$ cat src/design/lpfd_pkg.sv
// ----------------------------------------------------------------------------
// lpfd_pkg
// Shared types and constants for the length-prefixed frame deframer.
// ----------------------------------------------------------------------------
package lpfd_pkg;

	localparam int unsigned BYTE_W     = 8;
	localparam int unsigned LEN_W      = 32;
	localparam int unsigned KIND_W     = 2;
	localparam int unsigned APB_DATA_W = 32;
	localparam int unsigned APB_ADDR_W = 3;

	localparam logic [BYTE_W-1:0] DELIM_BYTE    = 8'h0F;
	localparam logic [LEN_W-1:0]  MAX_LEN_RESET = 32'd1048576;

	// result kinds
	localparam logic [KIND_W-1:0] KIND_PAYLOAD   = 2'd0;
	localparam logic [KIND_W-1:0] KIND_EMPTY     = 2'd1;
	localparam logic [KIND_W-1:0] KIND_BAD_DELIM = 2'd2;
	localparam logic [KIND_W-1:0] KIND_TOO_LONG  = 2'd3;

	// register map, index taken from paddr[2]
	localparam logic REG_MAX_LEN = 1'b0;

	typedef logic [BYTE_W-1:0] byte_t;
	typedef logic [LEN_W-1:0]  len_t;
	typedef logic [KIND_W-1:0] kind_t;

	typedef struct packed {
		kind_t kind;
		byte_t payload_byte;
		logic  last_byte;
	} result_t;

endpackage

$ cat src/design/lpfd_ifs.sv
// ----------------------------------------------------------------------------
// lpfd_ifs
// Valid/ready stream channels: received bytes in, deframed results out.
// ----------------------------------------------------------------------------
interface lpfd_in_if;
	logic                      valid;
	logic                      ready;
	logic [lpfd_pkg::BYTE_W-1:0] in_byte;

	modport source (output valid, output in_byte, input ready);
	modport sink   (input valid, input in_byte, output ready);
endinterface

interface lpfd_out_if;
	logic                        valid;
	logic                        ready;
	logic [lpfd_pkg::KIND_W-1:0] kind;
	logic [lpfd_pkg::BYTE_W-1:0] payload_byte;
	logic                        last_byte;

	modport source (output valid, output kind, output payload_byte, output last_byte,
		input ready);
	modport sink   (input valid, input kind, input payload_byte, input last_byte,
		output ready);
endinterface

$ cat src/design/lpfd_cfg_regs.sv
// ----------------------------------------------------------------------------
// lpfd_cfg_regs
// APB register slave holding the maximum accepted message length.
// ----------------------------------------------------------------------------
module lpfd_cfg_regs (
	input  logic                            clk,
	input  logic                            arst_n,
	input  logic                            psel,
	input  logic                            penable,
	input  logic                            pwrite,
	input  logic [lpfd_pkg::APB_ADDR_W-1:0] paddr,
	input  logic [lpfd_pkg::APB_DATA_W-1:0] pwdata,
	output logic [lpfd_pkg::APB_DATA_W-1:0] prdata,
	output logic                            pready,
	output logic [lpfd_pkg::LEN_W-1:0]      max_len
);
	import lpfd_pkg::*;

	len_t max_len_q;
	logic wr_en;

	assign pready = 1'b1;
	assign wr_en  = psel & penable & pwrite & pready;

	always_ff @(posedge clk or negedge arst_n) begin
		if (!arst_n) begin
			max_len_q <= MAX_LEN_RESET;
		end else if (wr_en && paddr[2] == REG_MAX_LEN) begin
			max_len_q <= pwdata;
		end
	end

	always_comb begin
		prdata = '0;
		unique case (paddr[2])
			REG_MAX_LEN: prdata = max_len_q;
			default:     prdata = '0;
		endcase
	end

	assign max_len = max_len_q;

endmodule

$ cat src/design/lpfd_core.sv
// ----------------------------------------------------------------------------
// lpfd_core
// Input register, frame parser state and result register.
// ----------------------------------------------------------------------------
module lpfd_core (
	input  logic                       clk,
	input  logic                       arst_n,
	input  logic [lpfd_pkg::LEN_W-1:0] max_len,
	lpfd_in_if.sink                    in_ch,
	lpfd_out_if.source                 out_ch
);
	import lpfd_pkg::*;

	localparam logic [2:0] PH_WAIT    = 3'd0;
	localparam logic [2:0] PH_LEN1    = 3'd1;
	localparam logic [2:0] PH_LEN2    = 3'd2;
	localparam logic [2:0] PH_LEN3    = 3'd3;
	localparam logic [2:0] PH_LEN4    = 3'd4;
	localparam logic [2:0] PH_PAYLOAD = 3'd5;

	// input register
	logic    valid_s1;
	byte_t   byte_s1;
	// parser state
	logic [2:0] phase_q, phase_d;
	len_t    len_q, len_d;
	len_t    rem_q, rem_d;
	// result register
	logic    out_valid_q;
	result_t res_q, res_d;

	logic has_res;
	logic out_free;
	logic s1_fire;
	logic in_fire;
	len_t len_shift;

	assign out_free  = !out_valid_q || out_ch.ready;
	assign s1_fire   = valid_s1 && (!has_res || out_free);
	assign in_ch.ready = !valid_s1 || s1_fire;
	assign in_fire   = in_ch.valid && in_ch.ready;
	assign len_shift = {len_q[LEN_W-BYTE_W-1:0], byte_s1};

	always_comb begin
		phase_d = phase_q;
		len_d   = len_q;
		rem_d   = rem_q;
		has_res = 1'b0;
		res_d   = '{kind: KIND_PAYLOAD, payload_byte: '0, last_byte: 1'b1};
		unique case (phase_q) inside
			[PH_LEN1:PH_LEN3]: begin
				len_d   = len_shift;
				phase_d = phase_q + 3'd1;
			end
			PH_LEN4: begin
				len_d = len_shift;
				if (len_shift > max_len) begin
					has_res    = 1'b1;
					res_d.kind = KIND_TOO_LONG;
					phase_d    = PH_WAIT;
				end else if (len_shift == '0) begin
					has_res    = 1'b1;
					res_d.kind = KIND_EMPTY;
					phase_d    = PH_WAIT;
				end else begin
					rem_d   = len_shift;
					phase_d = PH_PAYLOAD;
				end
			end
			PH_PAYLOAD: begin
				has_res            = 1'b1;
				res_d.payload_byte = byte_s1;
				res_d.last_byte    = (rem_q <= len_t'(1));
				if (rem_q != '0) begin
					rem_d = rem_q - len_t'(1);
				end
				if (rem_q <= len_t'(1)) begin
					phase_d = PH_WAIT;
				end
			end
			default: begin
				if (byte_s1 == DELIM_BYTE) begin
					len_d   = '0;
					phase_d = PH_LEN1;
				end else begin
					has_res    = 1'b1;
					res_d.kind = KIND_BAD_DELIM;
					phase_d    = PH_WAIT;
				end
			end
		endcase
	end

	always_ff @(posedge clk or negedge arst_n) begin
		if (!arst_n) begin
			valid_s1    <= 1'b0;
			out_valid_q <= 1'b0;
			phase_q     <= PH_WAIT;
			len_q       <= '0;
			rem_q       <= '0;
		end else begin
			if (in_ch.ready) begin
				valid_s1 <= in_ch.valid;
			end
			if (s1_fire) begin
				phase_q <= phase_d;
				len_q   <= len_d;
				rem_q   <= rem_d;
			end
			if (s1_fire && has_res) begin
				out_valid_q <= 1'b1;
			end else if (out_ch.ready) begin
				out_valid_q <= 1'b0;
			end
		end
	end

	always_ff @(posedge clk) begin
		if (in_fire) begin
			byte_s1 <= in_ch.in_byte;
		end
		if (s1_fire && has_res) begin
			res_q <= res_d;
		end
	end

	assign out_ch.valid        = out_valid_q;
	assign out_ch.kind         = res_q.kind;
	assign out_ch.payload_byte = res_q.payload_byte;
	assign out_ch.last_byte    = res_q.last_byte;

endmodule

$ cat src/design/length_prefixed_frame_deframer_unit.sv
// ----------------------------------------------------------------------------
// length_prefixed_frame_deframer_unit
// Strips 0x0F delimiter and 4-byte big-endian length from a byte stream,
// emitting payload bytes with a last mark, or an empty/error word.
//
//   channel | dir | handshake      | word
//   in_ch   | in  | valid/ready    | in_byte
//   out_ch  | out | valid/ready    | kind, payload_byte, last_byte
//   apb     | in  | psel/penable   | reg 0 max_message_length at 0x0
//
// One byte per cycle while out_ch keeps taking results; a byte's result
// reaches out_ch via the input register, then the result register.
// Reset clears the parser to waiting for a delimiter and max length to 1 MiB.
// A byte that produces no result still moves while the result register waits
// to be taken; a byte with a result waits in the input register and holds
// in_ch.ready low until the result register is free.
// ----------------------------------------------------------------------------
module length_prefixed_frame_deframer_unit (
	input  logic                            clk,
	input  logic                            arst_n,
	lpfd_in_if.sink                         in_ch,
	lpfd_out_if.source                      out_ch,
	input  logic                            psel,
	input  logic                            penable,
	input  logic                            pwrite,
	input  logic [lpfd_pkg::APB_ADDR_W-1:0] paddr,
	input  logic [lpfd_pkg::APB_DATA_W-1:0] pwdata,
	output logic [lpfd_pkg::APB_DATA_W-1:0] prdata,
	output logic                            pready
);
	import lpfd_pkg::*;

	len_t max_len;

	lpfd_cfg_regs u_cfg (
		.clk     (clk),
		.arst_n  (arst_n),
		.psel    (psel),
		.penable (penable),
		.pwrite  (pwrite),
		.paddr   (paddr),
		.pwdata  (pwdata),
		.prdata  (prdata),
		.pready  (pready),
		.max_len (max_len)
	);

	lpfd_core u_core (
		.clk     (clk),
		.arst_n  (arst_n),
		.max_len (max_len),
		.in_ch   (in_ch),
		.out_ch  (out_ch)
	);

endmodule
$ cat src/flat_wrapper.sv
// flat-port wrapper written by rule: the top's interface ports become plain ports
module length_prefixed_frame_deframer_unit_flat import lpfd_pkg::*;
  (clk, arst_n, psel, penable, pwrite, paddr, pwdata, prdata, pready, in_ch_valid, in_ch_in_byte, in_ch_ready, out_ch_valid, out_ch_kind, out_ch_payload_byte, out_ch_last_byte, out_ch_ready);
  lpfd_in_if in_ch_i ();
  lpfd_out_if out_ch_i ();
  input  logic clk;
  input  logic arst_n;
  input  logic psel;
  input  logic penable;
  input  logic pwrite;
  input  logic [lpfd_pkg::APB_ADDR_W-1:0] paddr;
  input  logic [lpfd_pkg::APB_DATA_W-1:0] pwdata;
  output logic [lpfd_pkg::APB_DATA_W-1:0] prdata;
  output logic pready;
  input wire logic [$bits(in_ch_i.valid)-1:0] in_ch_valid;
  input wire logic [$bits(in_ch_i.in_byte)-1:0] in_ch_in_byte;
  output wire logic [$bits(in_ch_i.ready)-1:0] in_ch_ready;
  output wire logic [$bits(out_ch_i.valid)-1:0] out_ch_valid;
  output wire logic [$bits(out_ch_i.kind)-1:0] out_ch_kind;
  output wire logic [$bits(out_ch_i.payload_byte)-1:0] out_ch_payload_byte;
  output wire logic [$bits(out_ch_i.last_byte)-1:0] out_ch_last_byte;
  input wire logic [$bits(out_ch_i.ready)-1:0] out_ch_ready;
  assign in_ch_i.valid = in_ch_valid;
  assign in_ch_i.in_byte = in_ch_in_byte;
  assign in_ch_ready = in_ch_i.ready;
  assign out_ch_valid = out_ch_i.valid;
  assign out_ch_kind = out_ch_i.kind;
  assign out_ch_payload_byte = out_ch_i.payload_byte;
  assign out_ch_last_byte = out_ch_i.last_byte;
  assign out_ch_i.ready = out_ch_ready;
  length_prefixed_frame_deframer_unit u_core (.clk(clk), .arst_n(arst_n), .in_ch(in_ch_i), .out_ch(out_ch_i), .psel(psel), .penable(penable), .pwrite(pwrite), .paddr(paddr), .pwdata(pwdata), .prdata(prdata), .pready(pready));
endmodule
$ cat config.mk
export PLATFORM = sky130hd
export DESIGN_NAME = length_prefixed_frame_deframer_unit_flat
export DESIGN_NICKNAME = d
export VERILOG_FILES = /design/src/design/lpfd_pkg.sv /design/src/design/lpfd_ifs.sv /design/src/design/lpfd_cfg_regs.sv /design/src/design/lpfd_core.sv /design/src/design/length_prefixed_frame_deframer_unit.sv /design/src/flat_wrapper.sv
export SDC_FILE = /design/constraint.sdc
export NUM_CORES = 1
export LEC_CHECK = 0
export BUFFER_PORTS_ARGS = -buffer_cell sky130_fd_sc_hd__buf_2
export CAP_MARGIN = 20
export CORE_MARGIN = 2
export CORE_UTILIZATION = 30
export CTS_CLUSTER_DIAMETER = 150
export DETAILED_ROUTE_END_ITERATION = 8
export PLACE_DENSITY = 0.5
export REMOVE_ABC_BUFFERS = 1
export SLEW_MARGIN = 5
export SYNTH_ARGS = -nofsm -noshare
export SYNTH_HDL_FRONTEND = slang
export SYNTH_HIERARCHICAL = 1
export SYNTH_SLANG_ARGS = --single-unit
$ cat constraint.sdc
create_clock -name clk -period 2.6 [get_ports clk]
set_input_delay 0.52 -clock clk [delete_from_list [all_inputs] [get_ports clk]]
set_output_delay 0.52 -clock clk [all_outputs]
set_load 0.01 [all_outputs]
Yosys cells after proc, flatten, opt, wreduce, memory -nomap -nowiden
Index checks and enable logic that the tools add are counted.

Register bits after elaboration: 112. Bits in latches: 0. Memory bits (writable): 0. Memory bits (read-only): 0. Output and inout bits: 46. Logic and storage cells: 70. Memories kept: 0.

$add $sub $neg: 2. $mul: 0. Divide/modulo/power cells: 0. Order comparisons: 4. Equality and inequality tests: 7. Shift-type cells: 0. Muxes and demuxes: 22. Bitwise gates (word level): 4. Reductions and logical operators: 21.

Operators with widths (count): $mux W32 (4); $pmux W32 S2 (1); $pmux W24 S2 (1); $gt A32 B32 Y1 (1); $le A32 B1 Y1 const B (1); $logic_not A32 Y1 (1); $reduce_bool A32 Y1 (1); $sub A32 B1 Y32 const B (1); $mux W24 (1); $mux W3 (3); $pmux W3 S3 (1); $eq A8 B4 Y1 const B (1); $mux W1 (7); $eq A3 B3 Y1 const B (2); $reduce_bool A2 Y1 (3); $logic_and A1 B1 Y1 (5); $reduce_and A5 Y1 (1); $mux W2 (2); $ne A2 B1 Y1 const B (2); $ne A2 B2 Y1 const B (2); $pmux W2 S2 (1); $reduce_or A2 Y1 (2); $add A3 B1 Y3 const B (1); $ge A3 B1 Y1 const B (1); 8 further kinds (14).

Depth between registers and ports, before layout
Depth in word-level cells: 9. Mapped depth: 13. Depth with buffers taken out: 9.

Modules after synthesis
Netlist, hierarchy kept.

Modules (own cells, without submodules): lpfd_core (instances 1, cells each 573, area each 5121.2 um2, seq. area each 2097.0 um2); lpfd_cfg_regs (instances 1, cells each 105, area each 1555.2 um2, seq. area each 802.0 um2).

Worst setup path after synthesis
OpenSTA, ideal clock, no wires.

Path type: reg-to-reg. From: register u_core.u_core.byte_s1[7]. To: register u_core.u_core.byte_s1[0] (enable). Setup time: 378 ps. Arrival: 2520 ps. Data required time: 2222 ps. Setup slack: -298 ps. Cell stages (with the launch flop): 9. Period minus slack after synthesis: 2898 ps. Cell sequence: edfxtp_1 ha_1 a21oi_1 o21ai_0 a221o_1 o31a_1 nor3_1 o21ai_0 a31oi_1.

Word-level cells in the longest chain between the ends: 9. Elaborated cells between the ends (all ways): 12. Classes of those cells: order compare: 1; eq/ne: 1; mux: 4; reduce/logical: 6.

Ends and longest elaborated chain: start: declaration (RTL line lpfd_core.sv:23) `byte_t byte_s1;`; start signal: assignment (RTL line lpfd_core.sv:120) `byte_s1 <= in_ch.in_byte;`; branches (longest 3 deep; another with $gt A32 B32 Y1); $pmux W1 S3 * (RTL line lpfd_core.sv:50) `unique case (phase_q) inside`; $logic_not A1 Y1 * (RTL line lpfd_core.sv:39) `assign s1_fire = valid_s1 && (!has_res || out_free);`; $logic_or A1 B1 Y1 * (RTL line lpfd_core.sv:39); $logic_and A1 B1 Y1 * (RTL line lpfd_core.sv:39); $logic_or A1 B1 Y1 * (RTL line lpfd_core.sv:40) `assign in_ch.ready = !valid_s1 || s1_fire;`; $logic_and A1 B1 Y1 * (RTL line lpfd_core.sv:41) `assign in_fire = in_ch.valid && in_ch.ready;`; named net u_core.u_core.in_fire (RTL line lpfd_core.sv:35) `logic in_fire;`.

Mark *: on every way through the listed nets, which the timed path passes. A chain may end at the register's enable or synchronous reset.

Final worst setup path
From: register u_core.u_core.byte_s1[5]. To: output port in_ch_ready.

Word-level cells in the longest chain between the ends: 8. Elaborated cells between the ends (all ways): 11. Classes of those cells: order compare: 1; eq/ne: 1; mux: 4; reduce/logical: 5.

Ends and longest elaborated chain: branches (longest 3 deep; another with $gt A32 B32 Y1); $pmux W1 S3 * (RTL line lpfd_core.sv:50); $logic_not A1 Y1 * (RTL line lpfd_core.sv:39); $logic_or A1 B1 Y1 * (RTL line lpfd_core.sv:39); $logic_and A1 B1 Y1 * (RTL line lpfd_core.sv:39); $logic_or A1 B1 Y1 * (RTL line lpfd_core.sv:40); end: declaration (RTL line flat_wrapper.sv:17) `output wire logic [$bits(in_ch_i.ready)-1:0] in_ch_ready;`.

Mark *: on every way between the ends.

==> qor.csv <==
stage;metric;value;unit
timing;fin crit share;118.1;%
setup_path;worst reg2reg path depth;12;
routing;Remaining DRCs;0;
floorplanning;starting density of the core;30.59;%
timing;minimum clock period;3.071;ns
logic_synthesis;Synth Area per Inst;9.847;um^2
timing;Setup TNS;-16.33;ns
logic_synthesis;top-area cell type share of the netlist area;34.48;%
timing;max_slew headroom;44.66;%
timing;unrepaired setup endpoints after global routing;yes;
logic_synthesis;Syn Std Cell Area;6676;um^2
place;port bufs;92;
setup_path;worst setup path class;flop to output port;
timing;Worst Skew;0.01686;ns
routing;WL final;19340;um
routing;post-route antenna net violation count;0;
cells_and_area;share of cells above drive strength 1;37.26;%
pwr;Leakage Power;4.304;nW
outcome;failing checks;negative setup slack;
setup_path;element type at the critical path start;flop;
routing;drt pass-1 iters;5;
pwr;P per Cell Area;1036;nW/um^2
floorplanning;die area;23460;um^2
setup_path;capturing point of the worst reg2reg path;u_core/u_core/byte_s1[5];
setup_path;WP data arrival;2.55;ns
place;Post-DP HPWL;14210;um
cells_and_area;fin nets;982;
logic_synthesis;top cell type by total area after synthesis;dfrtp_1;
timing;final hold viol count;0;
clock_tree;Max Buffers Root-to-Sink;2;
logic_synthesis;Unique masters post-synth;59;
routing;initial drt markers;401;
logic_synthesis;post-synthesis sequential area ratio;43.42;%
floorplanning;num ports;96;
timing;final setup fails;79;
logic_synthesis;Post-synth top cells;dfrtp_1 (92), inv_1 (65), nand2_1 (58), ha_1 (38), a21oi_1 (37);
grt;number of global-route vias before repair;5658;
routing;Via density;4.920;
grt;All-Layer GR Usage;16.58;%
pwr;Power Total;9.417;mW
timing;worst setup margin;-0.4714;ns
logic_synthesis;register bit total from synthesis;112;
logic_synthesis;Area contributors post-synth;dfrtp_1 (34%), edfxtp_1 (8.5%), ha_1 (7.1%);
logic_synthesis;Main synth FF type;dfrtp_1;
logic_synthesis;cell with the most instances after synthesis;dfrtp_1;
routing;Vias;5801;
setup_path;Worst Setup End Kind;output port;
grt;largest net degree at the start of global routing;50;
setup_path;Setup crit end;in_ch_ready;
grt;initial antenna violation count;0;
logic_synthesis;Ys Warns;6;
cells_and_area;area delta synth->final;36.13;%
setup_path;CP Max Fanout;2;
job;max_cap viols;0;
setup_path;r2r setup slk;-0.42;ns
clock_tree;CTS tree;done;
setup_path;Critical Path Start;u_core/u_core/byte_s1[5];
pwr;peak supply drop;403.2;uV
place;final RePlAce weighted congestion;0.8103;
routing;WL/cell;16.40;um
clock_tree;clock latency on the worst-skew pair;0.37;ns
hold_path;HP Class;primary input to asynchronous set/reset pin;
setup_path;worst reg2reg startpoint;u_core/u_core/byte_s1[5];
floorplanning;core area;21820;um^2
timing;Worst-Margin Slew;0.8288;ns
logic_synthesis;Post-synth EDFFs;19;
clock_tree;H-Tree Depth;3;
clock_tree;Clock Pin Slew Worst Setup and Hold Paths;0.08;ns
floorplanning;die height;153.2;um
floorplanning;Core Rows;54;
cells_and_area;# diodes;0;
clock_tree;CTS root buf;clkbuf_16;
grt;global-route wire length before repair;30980;um
outcome;status;finished with violations;
logic_synthesis;Post-Synthesis Cells;678;
grt;GR Overflow Total;0;
setup_path;CP required;2.08;ns
clock_tree;CTS Hold Bufs;0;
timing;Slew Limit Fails;0;
clock_tree;TritonCTS buffer count;9;
clock_tree;clock sinks;112;
timing;Fmax achieved;0.3256;GHz
logic_synthesis;Synth async-reset ratio;83.04;%
floorplanning;chip width;153.2;um
[report_power, final]
group	switching, mW	leakage, nW	total [mW]	internal (mW)
combinational	2.49	2.83	5.07	2.58
sequential	0.458	1.33	2.87	2.42
clock	0.715	0.142	1.47	0.760
[routing by layer]
metal / global-route usage (%) / wire, um / vias up
met5: 0 / 0 / -
met4: 4.012 / 204 / 0
met3: 3.232 / 740 / 14
met2: 25.57 / 8947 / 116
met1: 23.96 / 9443 / 2788
li1: - / - / 2883
[worst min-delay path by stage]
stage                       startpoint                       end  slack (ns)  cells after the start
6_report                        arst_n  u_core/u_cfg/max_len[27]        0.11                      1
5_1_grt                         arst_n  u_core/u_cfg/max_len[25]        0.15                      1
4_1_cts                         arst_n  u_core/u_cfg/max_len[27]        0.13                      1
3_5_place_dp   u_core/u_core/rem_q[10]   u_core/u_core/rem_q[10]        0.49                      1
3_3_place_gp   u_core/u_core/rem_q[10]   u_core/u_core/rem_q[10]        0.48                      1
2_1_floorplan                   arst_n   u_core/u_cfg/max_len[0]        0.22                      0
[logic make-up (layout without fill, tap and decap cells)]
family	count (synthesis)	after routing	synth area share, %
multiplexers	56	56	10.68
buffers and inverters	101	322	6.465
adder cells (fa/ha/maj)	38	38	7.121
AO/OA/AOI/OAI	147	147	14.39
other	1	1	0.05617
AND/OR/NAND/NOR	223	223	17.86
flip-flops	112	112	43.42
[area by class of cell]
| type | count | area, um^2 |
|---|---|---|
| clock inverter | 7 | 77.57 |
| sequential | 112 | 2900 |
| tap | 280 | 350.3 |
| inverter | 65 | 244.0 |
| timing repair buffer | 241 | 1719 |
| clock buffer | 9 | 225.2 |
| multi-input combinational | 465 | 3572 |
| fill | 2146 | 12730 |
[cell usage in the layout (no fill, tap or decap), types with 8 or more instances in the layout]
cell type	Yosys	final
a31oi_1	13	12
nor2b_1	35	33
mux2_4	30	30
nor3_1	12	11
nand4_1	15	15
ha_1	38	31
buf_4	1	134
mux2i_1	24	24
nand2_1	58	58
edfxtp_1	19	19
o2bb2ai_1	13	13
inv_1	65	64
nor2_1	24	23
clkbuf_16	0	9
nand3_1	24	23
nor4_1	17	14
buf_2	3	91
o21ai_0	33	30
buf_6	6	8
dfrtp_1	92	91
a21oi_1	37	36
[state kept, by name, summed over array words and instances, names as in the netlist, 2 cells and up]
name                               count
u_core/u_cfg/max_len                  32
u_core/u_core/rem_q                   32
u_core/u_core/len_q                   24
u_core/u_core/byte_s1                  8
u_core/u_core/out_ch.payload_byte      8
u_core/u_core/phase_q                  3
u_core/u_core/out_ch.kind              2
[critical path, stage by stage, from the launching register on]
cell      delay (ns)
edfxtp_1        0.43
ha_1            0.32
a21oi_1         0.17
o21ai_1         0.09
a221o_1         0.37
o31a_1          0.30
nor3_2          0.19
o21ai_2         0.10
nand3_1         0.09
buf_2           0.13
[timing repair]
action | CTS | global route
pin swaps | 20 | 8
gates resized for setup | 32 | 19
endpoints found under the setup margin | 80 | 81
cloned | 1 | 0
buffers inserted | 9 | 8
[per-stage QoR]
step / utilization [%] / instances / area (um^2) / hold slack, ns / setup slack [ns]
CTS: 40.84 / 1171 / 8914 / 0.1305 / -0.4778
floorplan: - / 642 / 6489 / 0.2244 / -1.293
global route: 41.65 / 1179 / 9089 / 0.1465 / -0.5929
detailed placement: 38.40 / 1147 / 8379 / 0.4872 / -0.4157
global placement: 38.40 / 1147 / 8379 / 0.4758 / -0.3292
finish: 41.65 / 1179 / 9089 / 0.1121 / -0.4714
No activity file was read; power rests on OpenSTA's default activity.
